File: config.mk
export PLATFORM = sky130hd
export DESIGN_NAME = stepper_half_step_position_follower
export DESIGN_NICKNAME = d
export VERILOG_FILES = /design/src/rtl/core/spf_pkg.sv /design/src/rtl/core/spf_datapath.sv /design/src/rtl/core/spf_out_buf.sv /design/src/rtl/core/stepper_half_step_position_follower.sv
export SDC_FILE = /design/constraint.sdc
export NUM_CORES = 1
export LEC_CHECK = 0
export BUFFER_PORTS_ARGS = -buffer_cell sky130_fd_sc_hd__clkbuf_2
export CORE_MARGIN = 5
export CORE_UTILIZATION = 41
export CTS_CLUSTER_DIAMETER = 200
export CTS_CLUSTER_SIZE = 8
export DETAILED_ROUTE_END_ITERATION = 16
export PLACE_DENSITY = 0.56
export SYNTH_ARGS = -nofsm -noshare
export SYNTH_HDL_FRONTEND = slang
export SYNTH_HIERARCHICAL = 1
export SYNTH_SLANG_ARGS = --single-unit
File: constraint.sdc
create_clock -name clk -period 5.7 [get_ports clk]
set_input_delay 0.285 -clock clk [delete_from_list [all_inputs] [get_ports clk]]
set_output_delay 0.285 -clock clk [all_outputs]
set_load 0.03 [all_outputs]
File: src/rtl/core/spf_pkg.sv
// ----------------------------------------------------------------------------
// Stepper position follower package
// Item types, action and register codes, constants and the coil table.
// ----------------------------------------------------------------------------
package spf_pkg;

  localparam int STEP_TENTHS   = 9;
  localparam int HOLD_PERIOD   = 127000;
  localparam int PERIOD_W      = 18;
  localparam int ANGLE_W       = 16;
  localparam int CFG_DATA_W    = 18;
  localparam int CFG_IDX_W     = 2;

  localparam logic [PERIOD_W-1:0]       PERIOD_RST = 18'd500;
  localparam logic signed [ANGLE_W-1:0] LOWER_RST  = -16'sd32768;
  localparam logic signed [ANGLE_W-1:0] UPPER_RST  = 16'sd32767;
  localparam logic signed [ANGLE_W-1:0] HOME_RST   = 16'sd0;
  localparam logic signed [ANGLE_W-1:0] TARGET_RST = 16'sd900;

  typedef enum logic [1:0] {
    ACT_TICK   = 2'd0,
    ACT_TARGET = 2'd1,
    ACT_HOME   = 2'd2,
    ACT_NONE   = 2'd3
  } spf_action_t;

  typedef enum logic [CFG_IDX_W-1:0] {
    REG_PERIOD = 2'd0,
    REG_LOWER  = 2'd1,
    REG_UPPER  = 2'd2,
    REG_HOME   = 2'd3
  } spf_reg_t;

  typedef struct packed {
    logic [1:0]                action;
    logic signed [ANGLE_W-1:0] target_angle;
  } spf_in_t;

  typedef struct packed {
    logic [3:0]                coil_pattern;
    logic                      full_drive;
    logic                      stepped;
    logic signed [ANGLE_W-1:0] position;
    logic signed [ANGLE_W-1:0] target;
  } spf_out_t;

  typedef struct packed {
    logic full;
    logic pop;
  } spf_buf_stat_t;

  function automatic logic [3:0] coil_lookup(input logic [2:0] phase);
    logic [3:0] pat;
    case (phase)
      3'd0:    pat = 4'd8;
      3'd1:    pat = 4'd10;
      3'd2:    pat = 4'd2;
      3'd3:    pat = 4'd6;
      3'd4:    pat = 4'd4;
      3'd5:    pat = 4'd5;
      3'd6:    pat = 4'd1;
      default: pat = 4'd9;
    endcase
    return pat;
  endfunction

endpackage

File: src/rtl/core/spf_datapath.sv
// ----------------------------------------------------------------------------
// Stepper position follower datapath
// Holds the registers and motor state and works out one result per item.
// ----------------------------------------------------------------------------
module spf_datapath (
  input  logic                                clk,
  input  logic                                rst_n,
  input  logic                                cfg_we,
  input  logic [spf_pkg::CFG_IDX_W-1:0]       cfg_index,
  input  logic [spf_pkg::CFG_DATA_W-1:0]      cfg_wdata,
  input  logic                                item_en,
  input  spf_pkg::spf_in_t                    item,
  output spf_pkg::spf_out_t                   result
);
  import spf_pkg::*;

  localparam logic signed [ANGLE_W:0]  STEP_S = (ANGLE_W+1)'(STEP_TENTHS);
  localparam logic [PERIOD_W-1:0]      HOLD_P = PERIOD_W'(HOLD_PERIOD);
  localparam logic signed [ANGLE_W:0]  MAX_S  = (ANGLE_W+1)'((1 << (ANGLE_W-1)) - 1);
  localparam logic signed [ANGLE_W:0]  MIN_S  = -(MAX_S + (ANGLE_W+1)'(1));

  logic [PERIOD_W-1:0]       period_r;
  logic signed [ANGLE_W-1:0] lower_r, upper_r, home_r;
  logic signed [ANGLE_W-1:0] pos_r, pos_nxt, tgt_r, tgt_nxt;
  logic [2:0]                phase_r, phase_nxt;
  logic [PERIOD_W-1:0]       tick_r, tick_nxt, tick_inc;
  logic                      drive_r, drive_nxt;
  logic                      moved;
  logic signed [ANGLE_W:0]   err, pos_ext, pos_step;
  logic signed [ANGLE_W-1:0] cfg_angle;

  assign cfg_angle = cfg_wdata[ANGLE_W-1:0];
  assign tick_inc  = tick_r + PERIOD_W'(1);
  assign pos_ext   = (ANGLE_W+1)'(pos_r);
  assign err       = pos_ext - (ANGLE_W+1)'(tgt_r);

  always_comb begin
    pos_nxt   = pos_r;
    tgt_nxt   = tgt_r;
    phase_nxt = phase_r;
    tick_nxt  = tick_r;
    drive_nxt = drive_r;
    moved     = 1'b0;
    pos_step  = pos_ext;
    case (spf_action_t'(item.action))
      ACT_TICK: begin
        tick_nxt = tick_inc;
        if (tick_inc >= period_r) begin
          tick_nxt = '0;
          if (err > STEP_S) begin
            moved     = 1'b1;
            phase_nxt = phase_r - 3'd1;
            pos_step  = pos_ext - STEP_S;
          end else if (err < -STEP_S) begin
            moved     = 1'b1;
            phase_nxt = phase_r + 3'd1;
            pos_step  = pos_ext + STEP_S;
          end
          if (pos_step > MAX_S) begin
            pos_nxt = MAX_S[ANGLE_W-1:0];
          end else if (pos_step < MIN_S) begin
            pos_nxt = MIN_S[ANGLE_W-1:0];
          end else begin
            pos_nxt = pos_step[ANGLE_W-1:0];
          end
          drive_nxt = moved && (period_r <= HOLD_P);
        end
      end
      ACT_TARGET: begin
        if (item.target_angle > upper_r) begin
          tgt_nxt = upper_r;
        end else if (item.target_angle < lower_r) begin
          tgt_nxt = lower_r;
        end else begin
          tgt_nxt = item.target_angle;
        end
      end
      ACT_HOME: begin
        tgt_nxt = home_r;
      end
      default: begin
      end
    endcase
  end

  always_ff @(posedge clk) begin
    if (!rst_n) begin
      period_r <= PERIOD_RST;
      lower_r  <= LOWER_RST;
      upper_r  <= UPPER_RST;
      home_r   <= HOME_RST;
      pos_r    <= '0;
      tgt_r    <= TARGET_RST;
      phase_r  <= '0;
      tick_r   <= '0;
      drive_r  <= 1'b0;
    end else if (cfg_we) begin
      unique case (spf_reg_t'(cfg_index))
        REG_PERIOD: period_r <= cfg_wdata[PERIOD_W-1:0];
        REG_LOWER:  lower_r  <= cfg_angle;
        REG_UPPER:  upper_r  <= cfg_angle;
        REG_HOME: begin
          home_r <= cfg_angle;
          pos_r  <= cfg_angle;
        end
        default: begin
        end
      endcase
    end else if (item_en) begin
      pos_r   <= pos_nxt;
      tgt_r   <= tgt_nxt;
      phase_r <= phase_nxt;
      tick_r  <= tick_nxt;
      drive_r <= drive_nxt;
    end
  end

  always_comb begin
    result.coil_pattern = coil_lookup(phase_nxt);
    result.full_drive   = drive_nxt;
    result.stepped      = moved;
    result.position     = pos_nxt;
    result.target       = tgt_nxt;
  end

endmodule

File: src/rtl/core/spf_out_buf.sv
// ----------------------------------------------------------------------------
// Stepper position follower result buffer
// Two-entry result queue that keeps the input side moving during stalls.
// ----------------------------------------------------------------------------
module spf_out_buf (
  input  logic                   clk,
  input  logic                   rst_n,
  input  logic                   push,
  input  spf_pkg::spf_out_t      push_item,
  input  logic                   out_stall,
  output logic                   out_valid,
  output spf_pkg::spf_out_t      out_item,
  output spf_pkg::spf_buf_stat_t stat
);
  import spf_pkg::*;

  spf_out_t   mem_r [2];
  logic       wr_ptr_r, rd_ptr_r;
  logic [1:0] cnt_r, cnt_nxt;
  logic       pop;

  assign out_valid = (cnt_r != 2'd0);
  assign pop       = out_valid && !out_stall;
  assign out_item  = mem_r[rd_ptr_r];
  assign stat.full = (cnt_r == 2'd2);
  assign stat.pop  = pop;

  always_comb begin
    cnt_nxt = cnt_r;
    if (push && !pop) begin
      cnt_nxt = cnt_r + 2'd1;
    end else if (pop && !push) begin
      cnt_nxt = cnt_r - 2'd1;
    end
  end

  always_ff @(posedge clk) begin
    if (!rst_n) begin
      wr_ptr_r <= 1'b0;
      rd_ptr_r <= 1'b0;
      cnt_r    <= 2'd0;
    end else begin
      cnt_r <= cnt_nxt;
      if (push) begin
        wr_ptr_r <= ~wr_ptr_r;
      end
      if (pop) begin
        rd_ptr_r <= ~rd_ptr_r;
      end
    end
  end

  always_ff @(posedge clk) begin
    if (push) begin
      mem_r[wr_ptr_r] <= push_item;
    end
  end

endmodule

File: src/rtl/core/stepper_half_step_position_follower.sv
// ----------------------------------------------------------------------------
// Stepper half-step position follower
// An accepted item is registered in stage one, and its result then in the result queue.
// Throughput: one item per cycle while the result queue has room; in_stall holds the input otherwise.
// A two-entry result queue lets items keep arriving while a result is stalled, until the queue fills.
// Reset is synchronous and active low; the block takes items right after it.
// ----------------------------------------------------------------------------
module stepper_half_step_position_follower (
  input  logic                            clk,
  input  logic                            rst_n,
  input  logic                            in_valid,
  output logic                            in_stall,
  input  spf_pkg::spf_in_t                in_item,
  output logic                            out_valid,
  input  logic                            out_stall,
  output spf_pkg::spf_out_t               out_item,
  input  logic                            cfg_we,
  input  logic [spf_pkg::CFG_IDX_W-1:0]   cfg_index,
  input  logic [spf_pkg::CFG_DATA_W-1:0]  cfg_wdata
);
  import spf_pkg::*;

  logic          s1_valid_r, s1_valid_nxt;
  spf_in_t       s1_item_r;
  logic          s1_adv, in_acc;
  spf_out_t      result;
  spf_buf_stat_t stat;

  assign s1_adv   = s1_valid_r && (!stat.full || stat.pop);
  assign in_stall = s1_valid_r && !s1_adv;
  assign in_acc   = in_valid && !in_stall;
  assign s1_valid_nxt = in_acc || (s1_valid_r && !s1_adv);

  always_ff @(posedge clk) begin
    if (!rst_n) begin
      s1_valid_r <= 1'b0;
    end else begin
      s1_valid_r <= s1_valid_nxt;
    end
  end

  always_ff @(posedge clk) begin
    if (in_acc) begin
      s1_item_r <= in_item;
    end
  end

  spf_datapath u_datapath (
    .clk       (clk),
    .rst_n     (rst_n),
    .cfg_we    (cfg_we),
    .cfg_index (cfg_index),
    .cfg_wdata (cfg_wdata),
    .item_en   (s1_adv),
    .item      (s1_item_r),
    .result    (result)
  );

  spf_out_buf u_out_buf (
    .clk       (clk),
    .rst_n     (rst_n),
    .push      (s1_adv),
    .push_item (result),
    .out_stall (out_stall),
    .out_valid (out_valid),
    .out_item  (out_item),
    .stat      (stat)
  );

endmodule

==> summary.txt <==
Run status
  • Status: finished clean

STA
  • Max Slew Vio Count: 0
  • Setup violators final: 0
  • Transition time of the tightest slew-check pin: 1.22 ns
  • RSZ-0062 raised after global routing: no
  • Final Skew: 0.0184 ns
  • Worst hold slack: 0.0607 ns
  • Final Cycle Share: 86.1%
  • Final hold viol count: 0
  • Max Fclk: 0.204 GHz
  • Worst slew margin: a little under a fifth
  • Minimum clock period: 4.91 ns
  • Sum Neg Setup Slack: 0 ns

Clocking
  • Number of H-tree levels: 1
  • Root Buffer: clkbuf_16
  • Clk slew on worst S/H paths: approximately 0.06 ns
  • Post CTS Setup Buffer Count: 0
  • Bufs on Longest Clock Path: 3
  • Worst skew pair latency: between 0.5 and 0.6 ns
  • CTS resizes: 0
  • TritonCTS clock tree: done
  • Clk sinks: 220
  • CTS Buf Count: 31

Setup path
  • Setup crit start kind: flop
  • Critical Path Fanout Max: 11
  • CP startpoint: u_datapath/pos_r[0]
  • CP Capture Point: u_out_buf/mem_r[1][18]
  • Crit path depth: 14
  • Crit path largest cell delay: about 0.55 ns
  • Reg-to-Reg End: u_out_buf/mem_r[1][18]
  • CP bufs+invs: 1
  • Critical Path RT: ~6 ns
  • R2R Path Start: u_datapath/pos_r[0]
  • Crit end category: flop
  • Worst Reg-to-Reg Cells: 14
  • Cell breakdown of the critical path: inv_1, ha_1, fa_1, nand2b_1, a211o_1, a21o_1, a32o_1, or4b_1, nor4b_4, a21oi_2, or4_1, a211o_1, o21ai_0, nand2_1
  • Top Family by Delay on Critical Path: simple AND/OR/NAND/NOR gates
  • Critical path's slowest cell: or4_1
  • WS Path Type: reg -> reg
  • Reg2Reg Setup Slack: 0.79 ns
  • Worst path most repeated cell: a211o_1
  • CP Data Arrival Time: slightly above 5 ns

Drt
  • Routed vias: about 11000
  • Per-cell routed wire length: between 15 and 20 um
  • Initial detailed-routing violation count: ~760
  • Via density: roughly 5.6
  • Final WL: about 35000 um
  • Antenna-violating nets left: 0
  • Drt drc: 0
  • First drt pass iteration count: 7

Placement
  • Routability Congestion: ~0.91
  • DP HPWL: around 25000 um
  • Count of input and output buffers: about 80

Yosys
  • Top-count cell post-synth: nand2_1
  • Main flop type after synthesis: dfxtp_1
  • Post-synthesis area per instance: around 9.1 um^2
  • EDFF count, synth: 94
  • Asr flop ratio synth: 0%
  • Most frequent cells after synthesis: nand2_1, dfxtp_1, a21oi_1
  • Main area contributors after synthesis: edfxtp_1, dfxtp_1, ha_1
  • Unique masters post-synth: 86
  • Net Count, Synth: around 1500
  • Synth top area share: around 22%
  • YS warnings: 6
  • Seq cells post-synth: 220
  • Area leader, netlist: edfxtp_1
  • Syn Std Cell Area: about 13000 um^2
  • Syn Inst Count: ~1400
  • Sequential-to-total area share from yosys stat: roughly 42%

Pwr
  • Cell Int Power: 3.28 mW
  • Sw frac: approximately 33%
  • Pwr Density: between 300 and 400 nW/um^2
  • Logic pwr share: a little over a quarter
  • Max VDD drop: a little under 0.0002 V
  • Static leakage power: between 5 and 6 nW
  • Net switching power: about 1.6 mW
  • Clock Power Share: between 30% and 40%
  • Power share of the sequential group: between 30% and 40%

Die
  • Die Width: between 150 and 200 um
  • I/O pin count: 83
  • Site Rows: 64
  • Core Box Area: 30500 um^2
  • Height of the die: between 150 and 200 um
  • Initial Util: about two fifths
  • Die ar.: 34400 um^2

GRT
  • Global-route wire length before repair: between 50000 and 60000 um
  • Top Usage Layer GRT: met2
  • Grt met2 use: about a third
  • Total track usage: 20.3%
  • Met1 Track Usage GR: just under 30%
  • Initial antenna violation count: 0
  • Vias in the first global route: roughly 10000
  • Grt total ovfl: 0
  • Global Route met3 Usage: under 10%
  • Largest net degree at the start of global routing: 52

Layout
  • N_diodes: 0
  • Layout Nets: ~1600
  • Layout cells sized above 1: about 14%
  • Syn-to-layout area delta: 14.4%

Job
  • Max-cap viol count: 0

Hold path
  • Worst Hold Class: in -> reg
[cell type report]
type / instances / area, um^2
Tap cell: 396 / 495
Fill cell: 2911 / 16100
Multi-Input combinational cell: 1003 / 6650
Clock buffer: 52 / 876
Timing Repair Buffer: 120 / 748
Inverter: 90 / 338
Clock inverter: 1 / 8.76
Sequential cell: 220 / 5350
[kinds of logic (layout without fill, tap and decap cells)]
family / after synthesis / count (layout) / synth area share (%)
adder cells (fa/ha/maj): 75 / 75 / 7.48
buffers and inverters: 170 / 263 / 5.34
AND/OR/NAND/NOR: 453 / 453 / 17.0
flip-flops: 220 / 220 / 42.3
XOR/XNOR: 36 / 36 / 2.55
AO/OA/AOI/OAI: 378 / 378 / 20.1
multiplexers: 61 / 61 / 5.23
[registers in the layout, summed over array words and instances, names as in the netlist, named ones only]
signal	cells
u_datapath/phase_r	3
u_datapath/tgt_r	16
u_datapath/period_r	18
u_out_buf/cnt_r	2
u_out_buf/mem_r	76
u_datapath/drive_r	1
u_datapath/pos_r	16
u_datapath/upper_r	16
s1_valid_r	1
s1_item_r	18
u_out_buf/rd_ptr_r	1
u_datapath/lower_r	16
u_datapath/home_r	16
u_datapath/tick_r	18
u_out_buf/wr_ptr_r	1
[how the worst min path moves through the flow]
stage / end / slack (ns) / startpoint / cells after the start
after floorplan: s1_item_r[0] / 0.38 / in_item[0] / 0
after global routing: u_datapath/home_r[0] / 0.05 / cfg_wdata[0] / 3
after CTS: u_datapath/home_r[0] / 0.03 / cfg_wdata[0] / 3
after detailed placement: u_datapath/home_r[9] / 0.45 / u_datapath/home_r[9] / 2
final: u_datapath/home_r[0] / 0.06 / cfg_wdata[0] / 3
after global placement: u_datapath/period_r[11] / 0.44 / u_datapath/period_r[11] / 2
[power groups by stage]
stage	combinational [mW]	clock, mW	sequential [mW]
6_report	1.28	1.69	1.90
5_1_grt	1.40	1.82	1.92
4_1_cts	1.29	1.74	1.91
3_5_place_dp	1.27	0	1.94
3_3_place_gp	1.27	0	1.93
2_1_floorplan	0.986	0	1.86
[placed cells by master (no fill, tap or decap), drive strengths merged, types with 7 or more instances in the layout]
| master | synthesis | final |
|---|---|---|
| a211o | 17 | 17 |
| a21o | 30 | 30 |
| a21oi | 107 | 107 |
| a221oi | 12 | 12 |
| a22oi | 9 | 9 |
| a31oi | 33 | 33 |
| and2 | 15 | 15 |
| and3 | 19 | 19 |
| buf | 16 | 17 |
| clkbuf | 64 | 134 |
| dfxtp | 126 | 126 |
| dlygate4sd3 | 0 | 21 |
| edfxtp | 94 | 94 |
| ha | 74 | 74 |
| inv | 89 | 90 |
| mux2 | 41 | 41 |
| mux2i | 20 | 20 |
| nand2 | 210 | 210 |
| nand2b | 9 | 9 |
| nand3 | 33 | 33 |
| nand3b | 7 | 7 |
| nand4 | 12 | 12 |
| nor2 | 71 | 71 |
| nor2b | 8 | 8 |
| nor3 | 25 | 25 |
| nor4 | 11 | 11 |
| o211ai | 31 | 31 |
| o21a | 15 | 15 |
| o21ai | 64 | 64 |
| or2 | 7 | 7 |
| xnor2 | 26 | 26 |
| xor2 | 10 | 10 |
[per-stage QoR]
| step | instance area, um^2 | total power, mW | worst slack [ns] | util (%) | cells |
|---|---|---|---|---|---|
| after CTS | 14500 | 4.93 | 0.816 | 47.4 | 1882 |
| after global placement | 13400 | 3.20 | 0.883 | 43.8 | 1808 |
| after detailed placement | 13400 | 3.21 | 0.828 | 43.8 | 1808 |
| after global routing | 14500 | 5.14 | 0.546 | 47.4 | 1882 |
| after floorplan | 12600 | 2.85 | 1.31 | - | 1393 |
| final | 14500 | 4.88 | 0.792 | 47.4 | 1882 |
[worst min-delay path, cell delays in order]
cell and delay, ns:
clkbuf_2 0.15, nand2_1 0.08, a21oi_1 0.05
[routing by layer]
layer / up-vias / part of all wire, %
met2: 307 / 44
met4: 0 / 2.5
met1: 4975 / 48
met5: - / 0
met3: 57 / 5.4
li1: 5187 / -
[repair_timing]
item                                    in CTS  in global routing
endpoints found under the hold margin       21                  0
endpoints found under the setup margin       0                  0
hold buffers                                21                  0
Note: power is estimated with default switching activity, not from simulation.
